File: src/design/lr_pkg.sv
`timescale 1ns / 1ps
// ----------------------------------------------------------------------------
// lr_pkg: shared types and constants for the line rasterizer
// Command word layout passed from the front end to the drawing engine.
// ----------------------------------------------------------------------------
package lr_pkg;

  localparam int COORD_W  = 9;   // internal coordinate width (x, and row incl. bit 8)
  localparam int ROW_W    = 8;   // row width at the ports
  localparam int ERR_W    = 10;  // error accumulator, two's complement
  localparam int COLOUR_W = 16;  // RGB565
  localparam int ADDR_W   = 32;  // byte address

  // item operation codes
  typedef enum logic {
    OP_START = 1'b0,
    OP_STEP  = 1'b1
  } op_t;

  // one queued command word
  typedef struct packed {
    op_t                  op;
    logic                 steep;
    logic                 minor_down;
    logic [COORD_W-1:0]   major_pos;
    logic [COORD_W-1:0]   major_end;
    logic [COORD_W-1:0]   minor_pos;
    logic [COORD_W-1:0]   major_delta;
    logic [COORD_W-1:0]   minor_delta;
    logic [ERR_W-1:0]     error_init;
    logic [COLOUR_W-1:0]  colour;
  } cmd_t;

endpackage

File: src/design/lr_front.sv
`timescale 1ns / 1ps
// ----------------------------------------------------------------------------
// lr_front: input front end
// Accepts items, works out octant, endpoint order, deltas and the initial
// error for each, then pushes a command word per item to the queue.
// ----------------------------------------------------------------------------
module lr_front (
  input  logic                         in_valid,
  output logic                         in_stall,
  input  logic                         operation,
  input  logic [lr_pkg::COORD_W-1:0]   start_x,
  input  logic [lr_pkg::ROW_W-1:0]     start_y,
  input  logic [lr_pkg::COORD_W-1:0]   end_x,
  input  logic [lr_pkg::ROW_W-1:0]     end_y,
  input  logic [lr_pkg::COLOUR_W-1:0]  line_colour,
  input  logic                         q_full,
  output logic                         q_push,
  output lr_pkg::cmd_t                 q_cmd
);
  import lr_pkg::*;

  function automatic logic [COORD_W-1:0] abs_diff(input logic [COORD_W-1:0] a,
                                                  input logic [COORD_W-1:0] b);
    abs_diff = (a > b) ? (a - b) : (b - a);
  endfunction

  logic [COORD_W-1:0] ay, by, dx, dy;
  logic               steep;
  logic [COORD_W-1:0] a_maj, a_min, b_maj, b_min;
  logic [COORD_W-1:0] lo_maj, lo_min, hi_maj, hi_min;
  logic [COORD_W-1:0] maj_delta;

  // handshake: stall only on a full queue
  assign in_stall = q_full;
  assign q_push   = in_valid && !q_full;

  // octant: swap axes for steep lines, then order by major coordinate
  always_comb begin
    ay    = {1'b0, start_y};
    by    = {1'b0, end_y};
    dx    = abs_diff(start_x, end_x);
    dy    = abs_diff(ay, by);
    steep = dy > dx;
    if (steep) begin
      a_maj = ay;      a_min = start_x;
      b_maj = by;      b_min = end_x;
    end else begin
      a_maj = start_x; a_min = ay;
      b_maj = end_x;   b_min = by;
    end
    if (a_maj > b_maj) begin
      lo_maj = b_maj; lo_min = b_min;
      hi_maj = a_maj; hi_min = a_min;
    end else begin
      lo_maj = a_maj; lo_min = a_min;
      hi_maj = b_maj; hi_min = b_min;
    end
    maj_delta = hi_maj - lo_maj;
  end

  // command word
  always_comb begin
    q_cmd.op          = op_t'(operation);
    q_cmd.steep       = steep;
    q_cmd.minor_down  = !(lo_min < hi_min);
    q_cmd.major_pos   = lo_maj;
    q_cmd.major_end   = hi_maj;
    q_cmd.minor_pos   = lo_min;
    q_cmd.major_delta = maj_delta;
    q_cmd.minor_delta = abs_diff(lo_min, hi_min);
    // error starts at minus half the major delta
    q_cmd.error_init  = ERR_W'(0) - {2'b00, maj_delta[COORD_W-1:1]};
    q_cmd.colour      = line_colour;
  end

endmodule

File: src/design/lr_queue.sv
`timescale 1ns / 1ps
// ----------------------------------------------------------------------------
// lr_queue: command queue
// Small FIFO that decouples the front end from the drawing engine.
// ----------------------------------------------------------------------------
module lr_queue #(
  parameter int DEPTH = 4
) (
  input  logic          clk,
  input  logic          rst,
  input  logic          push,
  input  lr_pkg::cmd_t  push_cmd,
  output logic          full,
  input  logic          pop,
  output logic          head_valid,
  output lr_pkg::cmd_t  head_cmd
);
  import lr_pkg::*;

  localparam int PTR_W = (DEPTH > 1) ? $clog2(DEPTH) : 1;
  localparam int CNT_W = $clog2(DEPTH + 1);
  localparam logic [PTR_W-1:0] LAST_PTR = PTR_W'(DEPTH - 1);
  localparam logic [CNT_W-1:0] FULL_CNT = CNT_W'(DEPTH);

  cmd_t             slots [DEPTH];
  logic [PTR_W-1:0] wr_ptr, rd_ptr;
  logic [CNT_W-1:0] count;

  assign full       = (count == FULL_CNT);
  assign head_valid = (count != '0);
  assign head_cmd   = slots[rd_ptr];

  // storage
  always_ff @(posedge clk) begin
    if (push) begin
      slots[wr_ptr] <= push_cmd;
    end
  end

  // pointers and fill count
  always_ff @(posedge clk) begin
    if (rst) begin
      wr_ptr <= '0;
      rd_ptr <= '0;
      count  <= '0;
    end else begin
      if (push) begin
        wr_ptr <= (wr_ptr == LAST_PTR) ? '0 : wr_ptr + 1'b1;
      end
      if (pop) begin
        rd_ptr <= (rd_ptr == LAST_PTR) ? '0 : rd_ptr + 1'b1;
      end
      if (push && !pop) begin
        count <= count + 1'b1;
      end else if (pop && !push) begin
        count <= count - 1'b1;
      end
    end
  end

  // checks
  a_count_bound: assert property (@(posedge clk) disable iff (rst)
    count <= FULL_CNT)
    else $error("queue count beyond depth");
  a_count_up: assert property (@(posedge clk) disable iff (rst)
    (push && !pop) |=> count == $past(count) + 1'b1)
    else $error("queue count did not rise on push");
  a_count_down: assert property (@(posedge clk) disable iff (rst)
    (pop && !push) |=> count == $past(count) - 1'b1)
    else $error("queue count did not fall on pop");

endmodule

File: src/design/lr_back.sv
`timescale 1ns / 1ps
// ----------------------------------------------------------------------------
// lr_back: drawing engine
// Holds the Bresenham state, takes one command word per cycle while the output
// register is free, and emits one pixel write per step into the output register.
// ----------------------------------------------------------------------------
module lr_back #(
  parameter int ROW_SHIFT = 10
) (
  input  logic                          clk,
  input  logic                          rst,
  input  logic                          q_valid,
  input  lr_pkg::cmd_t                  q_cmd,
  output logic                          q_pop,
  input  logic [lr_pkg::ADDR_W-1:0]     frame_base_address,
  output logic                          out_valid,
  input  logic                          out_stall,
  output logic [lr_pkg::COORD_W-1:0]    pixel_x,
  output logic [lr_pkg::ROW_W-1:0]      pixel_y,
  output logic [lr_pkg::ADDR_W-1:0]     pixel_address,
  output logic [lr_pkg::COLOUR_W-1:0]   pixel_colour,
  output logic                          last_pixel
);
  import lr_pkg::*;

  // line state
  logic                 active;
  logic                 steep;
  logic                 minor_down;
  logic [COORD_W-1:0]   major_pos, major_end, minor_pos;
  logic [COORD_W-1:0]   major_delta, minor_delta;
  logic [ERR_W-1:0]     error_acc;
  logic [COLOUR_W-1:0]  held_colour;

  logic                 slot_free, take, is_start, emit, at_end;
  logic [COORD_W-1:0]   px, py;
  logic [ERR_W:0]       err_sum, err_next;
  logic                 minor_move;
  logic [ADDR_W-1:0]    addr;

  // take a word whenever the output register can accept a result
  assign slot_free = !out_valid || !out_stall;
  assign take      = q_valid && slot_free;
  assign q_pop     = take;
  assign is_start  = (q_cmd.op == OP_START);
  assign emit      = take && !is_start && active;

  // pixel and next step
  always_comb begin
    px         = steep ? minor_pos : major_pos;
    py         = steep ? major_pos : minor_pos;
    at_end     = (major_pos == major_end);
    addr       = frame_base_address
               + (ADDR_W'(py) << ROW_SHIFT)
               + {{(ADDR_W-COORD_W-1){1'b0}}, px, 1'b0};
    err_sum    = {error_acc[ERR_W-1], error_acc} + {2'b00, minor_delta};
    minor_move = !err_sum[ERR_W] && (err_sum != '0);
    err_next   = minor_move ? (err_sum - {2'b00, major_delta}) : err_sum;
  end

  // state update
  always_ff @(posedge clk) begin
    if (rst) begin
      active      <= 1'b0;
      steep       <= 1'b0;
      minor_down  <= 1'b0;
      major_pos   <= '0;
      major_end   <= '0;
      minor_pos   <= '0;
      major_delta <= '0;
      minor_delta <= '0;
      error_acc   <= '0;
      held_colour <= '0;
    end else if (take && is_start) begin
      active      <= 1'b1;
      steep       <= q_cmd.steep;
      minor_down  <= q_cmd.minor_down;
      major_pos   <= q_cmd.major_pos;
      major_end   <= q_cmd.major_end;
      minor_pos   <= q_cmd.minor_pos;
      major_delta <= q_cmd.major_delta;
      minor_delta <= q_cmd.minor_delta;
      error_acc   <= q_cmd.error_init;
      held_colour <= q_cmd.colour;
    end else if (emit) begin
      if (at_end) begin
        active <= 1'b0;
      end else begin
        if (minor_move) begin
          minor_pos <= minor_down ? minor_pos - 1'b1 : minor_pos + 1'b1;
        end
        error_acc <= err_next[ERR_W-1:0];
        major_pos <= major_pos + 1'b1;
      end
    end
  end

  // output register
  always_ff @(posedge clk) begin
    if (rst) begin
      out_valid <= 1'b0;
    end else if (slot_free) begin
      out_valid <= emit;
    end
  end

  always_ff @(posedge clk) begin
    if (emit) begin
      pixel_x       <= px;
      pixel_y       <= py[ROW_W-1:0];
      pixel_address <= addr;
      pixel_colour  <= held_colour;
      last_pixel    <= at_end;
    end
  end

  // checks
  a_end_idles: assert property (@(posedge clk) disable iff (rst)
    (emit && at_end) |=> !active)
    else $error("engine still active after final pixel");
  a_idle_step_silent: assert property (@(posedge clk) disable iff (rst)
    (take && !is_start && !active) |=> !out_valid)
    else $error("pixel emitted for a step while idle");

endmodule

File: src/design/line_rasterizer.sv
`timescale 1ns / 1ps
// ----------------------------------------------------------------------------
// line_rasterizer: Bresenham line engine with frame buffer addressing
// Front end, command queue and drawing engine, plus the APB register.
// ----------------------------------------------------------------------------
// A start word (operation 0) loads two endpoints and a color and gives no
// output; each following step word (operation 1) gives one pixel write with
// x, y, byte address (base + row << ROW_SHIFT + column * 2), color and a flag
// on the final endpoint. Both endpoints are drawn; steps while idle give
// nothing. Throughput is one word per clock, start or step, while the output
// is not stalled, set by the drawing engine taking one queued word per cycle.
// An accepted step word is written into the queue and, once the engine takes
// it, into the output register that presents its pixel. A QUEUE_DEPTH-entry
// queue sits between input and engine, so input keeps flowing while the
// output is stalled until the queue fills.
// Write frame_base_address (offset 0) only while no line is in flight.
module line_rasterizer #(
  parameter int ROW_SHIFT   = 10,
  parameter int QUEUE_DEPTH = 4
) (
  input  logic                          clk,
  input  logic                          rst,
  // APB register port
  input  logic                          psel,
  input  logic                          penable,
  input  logic                          pwrite,
  input  logic [2:0]                    paddr,
  input  logic [31:0]                   pwdata,
  output logic [31:0]                   prdata,
  output logic                          pready,
  // input words
  input  logic                          in_valid,
  output logic                          in_stall,
  input  logic                          operation,
  input  logic [lr_pkg::COORD_W-1:0]    start_x,
  input  logic [lr_pkg::ROW_W-1:0]      start_y,
  input  logic [lr_pkg::COORD_W-1:0]    end_x,
  input  logic [lr_pkg::ROW_W-1:0]      end_y,
  input  logic [lr_pkg::COLOUR_W-1:0]   line_colour,
  // pixel writes
  output logic                          out_valid,
  input  logic                          out_stall,
  output logic [lr_pkg::COORD_W-1:0]    pixel_x,
  output logic [lr_pkg::ROW_W-1:0]      pixel_y,
  output logic [lr_pkg::ADDR_W-1:0]     pixel_address,
  output logic [lr_pkg::COLOUR_W-1:0]   pixel_colour,
  output logic                          last_pixel
);
  import lr_pkg::*;

  localparam logic REG_FRAME_BASE = 1'b0;  // word index of frame_base_address

  logic [ADDR_W-1:0] frame_base_address;
  logic              reg_hit;
  logic              q_full, q_push, q_pop, q_valid;
  cmd_t              push_cmd, head_cmd;

  // register access
  assign pready  = 1'b1;
  assign reg_hit = (paddr[2] == REG_FRAME_BASE);
  assign prdata  = reg_hit ? frame_base_address : '0;

  always_ff @(posedge clk) begin
    if (rst) begin
      frame_base_address <= '0;
    end else if (psel && penable && pwrite && pready && reg_hit) begin
      frame_base_address <= pwdata;
    end
  end

  // front end
  lr_front u_front (
    .in_valid    (in_valid),
    .in_stall    (in_stall),
    .operation   (operation),
    .start_x     (start_x),
    .start_y     (start_y),
    .end_x       (end_x),
    .end_y       (end_y),
    .line_colour (line_colour),
    .q_full      (q_full),
    .q_push      (q_push),
    .q_cmd       (push_cmd)
  );

  // command queue
  lr_queue #(
    .DEPTH (QUEUE_DEPTH)
  ) u_queue (
    .clk        (clk),
    .rst        (rst),
    .push       (q_push),
    .push_cmd   (push_cmd),
    .full       (q_full),
    .pop        (q_pop),
    .head_valid (q_valid),
    .head_cmd   (head_cmd)
  );

  // drawing engine
  lr_back #(
    .ROW_SHIFT (ROW_SHIFT)
  ) u_back (
    .clk                (clk),
    .rst                (rst),
    .q_valid            (q_valid),
    .q_cmd              (head_cmd),
    .q_pop              (q_pop),
    .frame_base_address (frame_base_address),
    .out_valid          (out_valid),
    .out_stall          (out_stall),
    .pixel_x            (pixel_x),
    .pixel_y            (pixel_y),
    .pixel_address      (pixel_address),
    .pixel_colour       (pixel_colour),
    .last_pixel         (last_pixel)
  );

endmodule
File: config.mk
export PLATFORM = sky130hd
export DESIGN_NAME = line_rasterizer
export DESIGN_NICKNAME = d
export VERILOG_FILES = /design/src/design/lr_pkg.sv /design/src/design/lr_front.sv /design/src/design/lr_queue.sv /design/src/design/lr_back.sv /design/src/design/line_rasterizer.sv
export SDC_FILE = /design/constraint.sdc
export NUM_CORES = 1
export LEC_CHECK = 0
export BUFFER_PORTS_ARGS = -buffer_cell sky130_fd_sc_hd__buf_2
export CAP_MARGIN = 25
export CORE_ASPECT_RATIO = 1.1
export CORE_UTILIZATION = 50
export CTS_CLUSTER_DIAMETER = 40
export DETAILED_ROUTE_END_ITERATION = 8
export HOLD_SLACK_MARGIN = 0.06
export PLACE_DENSITY_LB_ADDON = 0.1
export SLEW_MARGIN = 10
export SYNTH_ARGS = -nofsm -noshare
export SYNTH_HDL_FRONTEND = slang
export SYNTH_SLANG_ARGS = --single-unit
File: constraint.sdc
create_clock -name clk -period 10.8 [get_ports clk]
set_input_delay 1.62 -clock clk [delete_from_list [all_inputs] [get_ports clk]]
set_output_delay 1.62 -clock clk [all_outputs]
set_load 0.05 [all_outputs]
Yosys cells after proc, flatten, opt, wreduce, memory -nomap -nowiden
Memory sizes are Yosys's and may differ from the RTL's. A register that Yosys moved wholly into a read port is not among the register bits.
Cells that the tools add are included.
- RAM bits: 296
- register bits: 180
- logic and storage cells: 118
- memories kept: 1
- bits of input ports: 93
- reduce and logical (&&, ||, !) cells: 28
- equality and inequality tests: 5
- bitwise logic cells: 2
- magnitude comparators: 6
- add/subtract/negate cells: 19
- muxes and demuxes: 37
- memories (name ; words ; bits a word ; rd ports ; clocked after memory_dff ; wr ports ; RTL line ; source):
    u_queue.slots ; 4 ; 74 ; 1 ; 1 ; 1 ; lr_queue.sv:25 ; cmd_t slots [DEPTH];
- operators with widths (kind ; number):
    $mux W9 ; 21
    $sub A9 B9 Y9 ; 5
    $mux W10 ; 4
    $gt A9 B9 Y1 ; 4
    $add A32 B10 Y32 ; 1
    $add A32 B19 Y32 ; 1
    $mux W32 ; 1
    $add A9 B1 Y9 const B ; 2
    $sub A8 B8 Y9 ; 2
    $add A10 B10 Y11 ; 1
    $logic_and A1 B1 Y1 ; 11
    $reduce_bool A11 Y1 ; 1
    $sub A10 B9 Y10 ; 1
    $eq A9 B9 Y1 ; 1
    $lt A9 B9 Y1 ; 1
    $sub A1 B8 Y9 const A ; 1
    $sub A9 B1 Y9 const B ; 1
    $gt A8 B8 Y1 ; 1
    $mux W2 ; 4
    $reduce_bool A2 Y1 ; 4
    $logic_not A1 Y1 ; 7
    $mux W3 ; 2
    $mux W1 ; 5
    $add A2 B1 Y2 const B ; 2
    other kinds (10) ; 13

Depth between registers and ports, before layout
Gate-level depths: netlist (run 1).
- word-level depth: 8
- gate-level depth with buffers: 52

By module
A second synthesis (run 1) with hierarchy kept.
- cell total of the unflattened synthesis: 2060
- area, all modules: 25239.2 µm²
- modules (own cells, without submodules) (module ; sequential area each (µm²) ; cells each ; instances ; area each (µm²)):
    lr_queue ; 9068.7 ; 430 ; 1 ; 11121.9
    lr_back ; 3483.3 ; 837 ; 1 ; 7936.4
    lr_front ; 0.0 ; 616 ; 1 ; 4484.3
    line_rasterizer ; 640.6 ; 177 ; 1 ; 1696.6

Worst setup path before layout (run 1)
Ideal clock, no wire load.
- kind: in2reg
- from: input start_y[1] (netlist bit)
- to: memory u_queue.slots[0][34] (netlist bit), data pin
- arrival: 11.369 ns
- data required time: 10.527 ns
- path slack: -0.842 ns
- path buffers: 9
- cell stages on the path: 50
- path through: inv_1 > ha_1 > nor2b_1 > o21ai_0 > a21o_1 > a21oi_1 > o21a_1 > o21ai_0 > clkbuf_1 > o221ai_1 > a21boi_0 > o21ai_0 > a21oi_1 > o21ai_0 > a221oi_1 > ha_1 > nand4_1 > nor3_1 > [... 14 more ...] > clkbuf_1 > nor2_1 > a21oi_1 > mux2_2 > ha_1 > a21o_1 > a21oi_1 > nor2b_1 > o31a_1 > o21ai_0 > a22o_1 > buf_1 > o221ai_1 > a21boi_0 > o21ai_0 > nand2_1 > a21oi_1 > xor2_1
- RTL lines (item ; RTL line ; source):
    start, declared ; line_rasterizer.sv:36 ; input logic [lr_pkg::ROW_W-1:0] start_y,
    end, declared ; lr_queue.sv:25 ;

==> flow_metrics.tcl, run 1 <==
set metrics [dict create \
    p_leak_nw 11.1 \
    routed_via_density 5.44 \
    ctsHoldBuffers 0 \
    finalNetCount 2535 \
    die_w_um 209 \
    syn-num-nets 2197 \
    drv_cap 0 \
    rows 83 \
    grt_max_degree 75 \
    synth_top_cell_area_share_pct 45.1 \
    drive_above_1_share_pct 24.8 \
    synthesis.area_mm2 0.0236 \
    numCtsBuffers 53 \
    powerDensity_mw_per_mm2 358 \
    slowest_stage "a2111oi_4" \
    htreeDepth 2 \
    max_stage_delay_ps 430 \
    grt-ovfl-total 0 \
    hold_violations 0 \
    grt_first_pass_wirelength_um 85700 \
    antenna_found_initial 0 \
    yosysSeqAreaShare_pct 55.0 \
    hp-class "register to register" \
    boundaryPins 194 \
    yosys-top-cells-area "edfxtp_1, dfxtp_1, mux4_2" \
    drtPass1Iterations 5 \
    end_kind "register" \
    drc 0 \
    grt_use_total_pct 22.9 \
    skew_ps 23.8 \
    synth-edff-count 354 \
    synthFlopType "edfxtp_1" \
    cpMostUsedCell "nand2_1" \
    dp_cells 2850 \
    cts_buffer_depth 3 \
    max_clock_freq_ghz 0.0986 \
    slew_headroom_pct 37.0 \
    grt_pass1_vias 15900 \
    synth_most_common_cell "edfxtp_1" \
    drv_slew 0 \
    core_area_mm2 0.0466 \
    vdd_drop_max_mv 0.201 \
    synthArstFlopShare_pct 0 \
    drt-total-wl_um 54400 \
    min_path_cells 0 \
    synth_cell_types 74 \
    synthTopCellsByCount "edfxtp_1, nand2_1, a21oi_1, inv_1, ha_1" \
    antennaDiodeCount 0 \
    finalCritPeriodShare_pct 93.9 \
    clock_latency_ps 610 \
    finalSetupViolCount 0 \
    post_drt_wl_per_cell_um 18.4 \
    cts_tree "done" \
    dieArea_mm2 0.0480 \
    crit_arrival_ps 10490 \
    period_needed_ps 10140 \
    worst_pin_slew_ps 939 \
    chipHeight_um 230 \
    start_util_pct 50.5 \
    fin_tns_setup_ps 0 \
    seqCellArea_mm2 0.0130 \
    drtIter0Drc 1011 \
    setup_slack_ps 660 \
    dp_hpwl_um 38700 \
    cts.sinks 470 \
    area.growth.synth_to_final_pct 19.4 \
    path_class "input port to register" \
    antenna_left 0 \
    multiInputGateArea_mm2 0.00983 \
    preCtsSetupSlack_ps -206 \
    clk_pin_slew_ps 60 \
    avgSynthCellArea_um2 11.9 \
    fillers 3749 \
    status "finished clean" \
    cts_root_buf "clkbuf_16" \
    synth_seq_cells 470 \
    r2r_cells 16 \
    syn_inst 1975 \
    grt_setup_unrepaired "false" \
    synth_warnings 0 \
    cp-start-kind "input port" \
    vias 16100 \
    required_ps 11150 \
    fin_cells 2953 \
    portBuffers 190 \
    gp_congestion 0.882 \
    worstPathMaxFanout 25 \
    p_total_mw 10.1 \
    yosys.area.top_type "edfxtp_1" \
]
[registers in the layout, summed over array words and instances, names as in the netlist, 3 cells and up, named ones only]
name	count
u_queue.slots	288
frame_base_address	32
u_back.pixel_address	32
u_back.held_colour	16
u_back.pixel_colour	16
u_back.error_acc	10
u_back.major_delta	9
u_back.major_end	9
u_back.major_pos	9
u_back.minor_delta	9
u_back.minor_pos	9
u_back.pixel_x	9
u_back.pixel_y	8
u_queue.count	3
[per-layer routing]
layer	share of wire [%]	global-route usage [%]	up-vias	routed length, µm
li1	-	-	7854	-
met1	44	29.3	7795	24000
met2	50	40.1	350	27200
met3	3.7	3.37	68	2020
met4	2.4	7.08	0	1280
met5	0	0	-	0
[critical path: cells and delay by family]
kind	cells	cell delay, ps
XOR/XNOR	2	370
AND/OR/NAND/NOR	11	1260
buffers and inverters	10	1390
adder cells (fa/ha/maj)	4	1290
AO/OA/AOI/OAI	17	3280
multiplexers	5	1220
[stage by stage]
stage	area [µm²]	hold slack (ps)	util [%]
2_1_floorplan	23600	408	-
3_3_place_gp	26300	412	56.4
3_5_place_dp	26300	413	56.4
4_1_cts	28000	431	60.1
5_1_grt	28100	440	60.3
6_report	28100	427	60.3
[final cells by class]
class / instances / share of cell area [%]
inverters: 135 / 1.80
repair buffers: 368 / 8.32
flip-flops and latches: 470 / 46.1
clock inverters: 33 / 1.23
well taps: 595 / 2.65
multi-input cells: 1285 / 35.0
clock buffers: 67 / 4.97
[cell usage in the layout, fill, tap and decap left out, types with 10 or more instances in the layout]
cell type and instances:
a211oi_1 28, nor2b_1 47, o21bai_1 10, nand2_1 248, nor2_1 109, nand4_1 14, xor2_1 31, xnor2_1 66
fa_1 11, buf_2 190, clkbuf_16 53, nand3_1 18, nor3_1 21, o21ai_0 65, ha_1 118, buf_4 174
nand2b_1 11, inv_1 133, mux4_2 72, a21oi_1 178, clkbuf_1 12, dfxtp_1 114, mux2_2 28, a21o_1 16
mux2i_1 55, edfxtp_1 354
[kinds of logic (layout without fill, tap and decap cells)]
logic type | after synthesis | after routing | synth area share [%]
AO/OA/AOI/OAI | 377 | 377 | 9.66
XOR/XNOR | 97 | 97 | 3.61
adder cells (fa/ha/maj) | 134 | 134 | 7.42
buffers and inverters | 220 | 603 | 3.61
flip-flops | 470 | 470 | 55.0
multiplexers | 159 | 159 | 10.8
other | 1 | 1 | 0.0159
AND/OR/NAND/NOR | 517 | 517 | 9.94
[final timing paths]
path | start | endpoint | slack [ps]
max | start_x[1] | u_queue.slots[2][32]$_DFFE_PP_ | 660
min | u_back.held_colour[12]$_SDFFE_PP0P_ | u_back.pixel_colour[12]$_DFFE_PP_ | 430
max reg2reg | u_back.steep$_SDFFE_PP0P_ | u_back.pixel_address[30]$_DFFE_PP_ | 5720
min reg2reg | u_back.held_colour[12]$_SDFFE_PP0P_ | u_back.pixel_colour[12]$_DFFE_PP_ | 430
[power by group]
part / leakage [nW] / switching, mW / internal (mW) / total, mW
sequential: 4.22 / 0.222 / 2.94 / 3.16
combinational: 6.04 / 2.95 / 2.23 / 5.18
clock: 0.831 / 0.735 / 1.01 / 1.74
[what timing repair did]
action | 4_1_cts | 5_1_grt
setup buffers | 0 | 1
setup endpoints to repair | 0 | 16
resized for setup | 0 | 11
Power figures use the tool's default switching activity.
==> run 2: changes to the inputs <==
==> constraint.sdc (replaced) <==
create_clock -name clk -period 10.7 [get_ports clk]
set_input_delay 1.605 -clock clk [delete_from_list [all_inputs] [get_ports clk]]
set_output_delay 1.605 -clock clk [all_outputs]
set_load 0.05 [all_outputs]
==> run 2 against run 1 <==
Clock-buffer cell count increased by 5. Register-to-register slack got worse by 100 ps. Critical path depth unchanged. Highest routed layer unchanged.
==> flow_metrics.tcl, run 2 (synthesized netlist as in run 1, its figures left out) <==
set metrics [dict create \
    min-delay-start "u_back.held_colour[5]$_SDFFE_PP0P_" \
    switching_share_pct 38.6 \
    worst_pin_slew_ps 1050 \
    rrSetupSlack_ps 5620 \
    cts_root_buf "clkbuf_16" \
    powerDensity_mw_per_mm2 361 \
    min_path_cells 0 \
    clk_pin_slew_ps 60 \
    drtIter0Drc 900 \
    finalCritPeriodShare_pct 95.5 \
    start_util_pct 50.5 \
    required_ps 11050 \
    p_total_mw 10.3 \
    grt-ovfl-total 0 \
    top_layer_used "met4" \
    hold_slack_ps 426 \
    pwr-share-seq_pct 31.0 \
    final_common_cell "edfxtp_1" \
    seqCellArea_mm2 0.0130 \
    p_sw_mw 3.99 \
    met1_length_um 24100 \
    cts_tree "done" \
    setup_slack_ps 485 \
    area.growth.synth_to_final_pct 21.2 \
    numCtsBuffers 55 \
    multiInputGateArea_mm2 0.00990 \
    dr_wl_met2_um 28200 \
    antennaDiodeCount 0 \
    max_clock_freq_ghz 0.0979 \
    finalNetCount 2565 \
    drc 0 \
    dp_hpwl_um 39000 \
    drt-total-wl_um 55700 \
    crit_arrival_ps 10570 \
    antenna_left 0 \
    vdd_drop_max_mv 0.235 \
    hp-class "register to register" \
    r2r_cells 16 \
    max_stage_delay_ps 460 \
    dp_cells 2874 \
    period_needed_ps 10210 \
    routed_via_density 5.43 \
    top_regs "u_queue.slots x288, frame_base_address x32, u_back.pixel_address x32" \
    drtPass1Iterations 5 \
    slew_headroom_pct 29.8 \
    reg2reg_to "u_back.pixel_address[30]$_DFFE_PP_" \
    die_w_um 209 \
    cp-start-kind "input port" \
    grt_pass1_vias 16200 \
    critPathBufInv 7 \
    grt_first_pass_wirelength_um 87900 \
    regMostFlops "u_queue.slots" \
    cpLargestDelayFamily "compound AO/OA/AOI/OAI gates" \
    finalSetupViolCount 0 \
    chipHeight_um 230 \
    boundaryPins 194 \
    grt_use_total_pct 23.5 \
    core_area_mm2 0.0466 \
    status "finished clean" \
    rows 83 \
    cts_buffer_depth 3 \
    combPwrFrac_pct 51.0 \
    portBuffers 190 \
    htreeDepth 2 \
    grt_max_degree 67 \
    r2r_start "u_back.steep$_SDFFE_PP0P_" \
    clkPwrFrac_pct 18.0 \
    internal_power_mw 6.34 \
    drive_above_1_share_pct 26.4 \
    largest_reg_flops 288 \
    min_to "u_back.pixel_colour[5]$_DFFE_PP_" \
    hold_violations 0 \
    dr_wl_met3_um 2200 \
    drv_cap 0 \
    path_class "input port to register" \
    worstPathMaxFanout 19 \
    preCtsSetupSlack_ps -493 \
    p_leak_nw 11.3 \
    skew_ps 30.7 \
    layout_common_cells "edfxtp_1, nand2_1, buf_4" \
    vias 16200 \
    slowest_stage "a2111oi_4" \
    drv_slew 0 \
    post_drt_wl_per_cell_um 18.7 \
    cts.sinks 470 \
    fillers 3773 \
    end_kind "register" \
    fin_util_pct 61.2 \
    dieArea_mm2 0.0480 \
    antenna_found_initial 0 \
    clock_latency_ps 610 \
    fin_cells 2984 \
    gp_congestion 0.869 \
]
[run 2: cell types whose count changed in the layout (fill, tap and decap cells not counted), sizes merged]
cell / before / now
buf: 368 / 396
clkbuf: 67 / 72
clkinv: 20 / 16
inv: 139 / 141
bufinv: 3 / 4
clkinvlp: 6 / 5
[run 2: worst max-delay path by stage]
stage	startpoint	to	slack, ps	cells past startpoint
floorplan	start_y[1]	u_queue.slots[0][34]$_DFFE_PP_	2	50
global placement	start_x[1]	u_queue.slots[0][34]$_DFFE_PP_	-330	47
detailed placement	start_x[1]	u_queue.slots[3][34]$_DFFE_PP_	-490	48
CTS	start_x[1]	u_queue.slots[1][34]$_DFFE_PP_	120	48
global route	start_x[4]	u_queue.slots[1][34]$_DFFE_PP_	-10	52
finish	start_x[4]	u_queue.slots[2][34]$_DFFE_PP_	490	49
[run 2: final cells by class]
type	instances	share of cell area, %
timing repair buffer	396	9.03
multi-input combinational	1285	34.7
sequential	470	45.4
clock buffer	72	5.26
clock inverter	31	1.28
tap	595	2.61
inverter	135	1.77
[run 2: metrics by stage]
stage               setup TNS, ps  instance area (µm²)
floorplan                       0                23600
global placement            -2700                26500
detailed placement          -5740                26500
CTS                             0                28400
global route                -46.5                28600
finish                          0                28600
[run 2: power groups by stage]
stage,combinational (mW),sequential (mW),clock (mW)
after floorplan,3.30,3.23,0
after global placement,5.04,3.22,0
after detailed placement,5.17,3.24,0
after CTS,5.20,3.20,1.90
after global routing,5.78,3.25,1.97
final,5.27,3.20,1.86
[run 2: repair_timing]
item                                    CTS  global route
buffers inserted                          0             4
endpoints found under the setup margin    0            20
hold buffers                              0             0
endpoints found under the hold margin     0             0
resized for setup                         0            29
[run 2: routing by layer]
metal,up-vias,GRT usage (%)
met5,-,0
met4,0,7.01
met3,68,3.25
met2,381,41.7
met1,7836,29.9
li1,7912,-
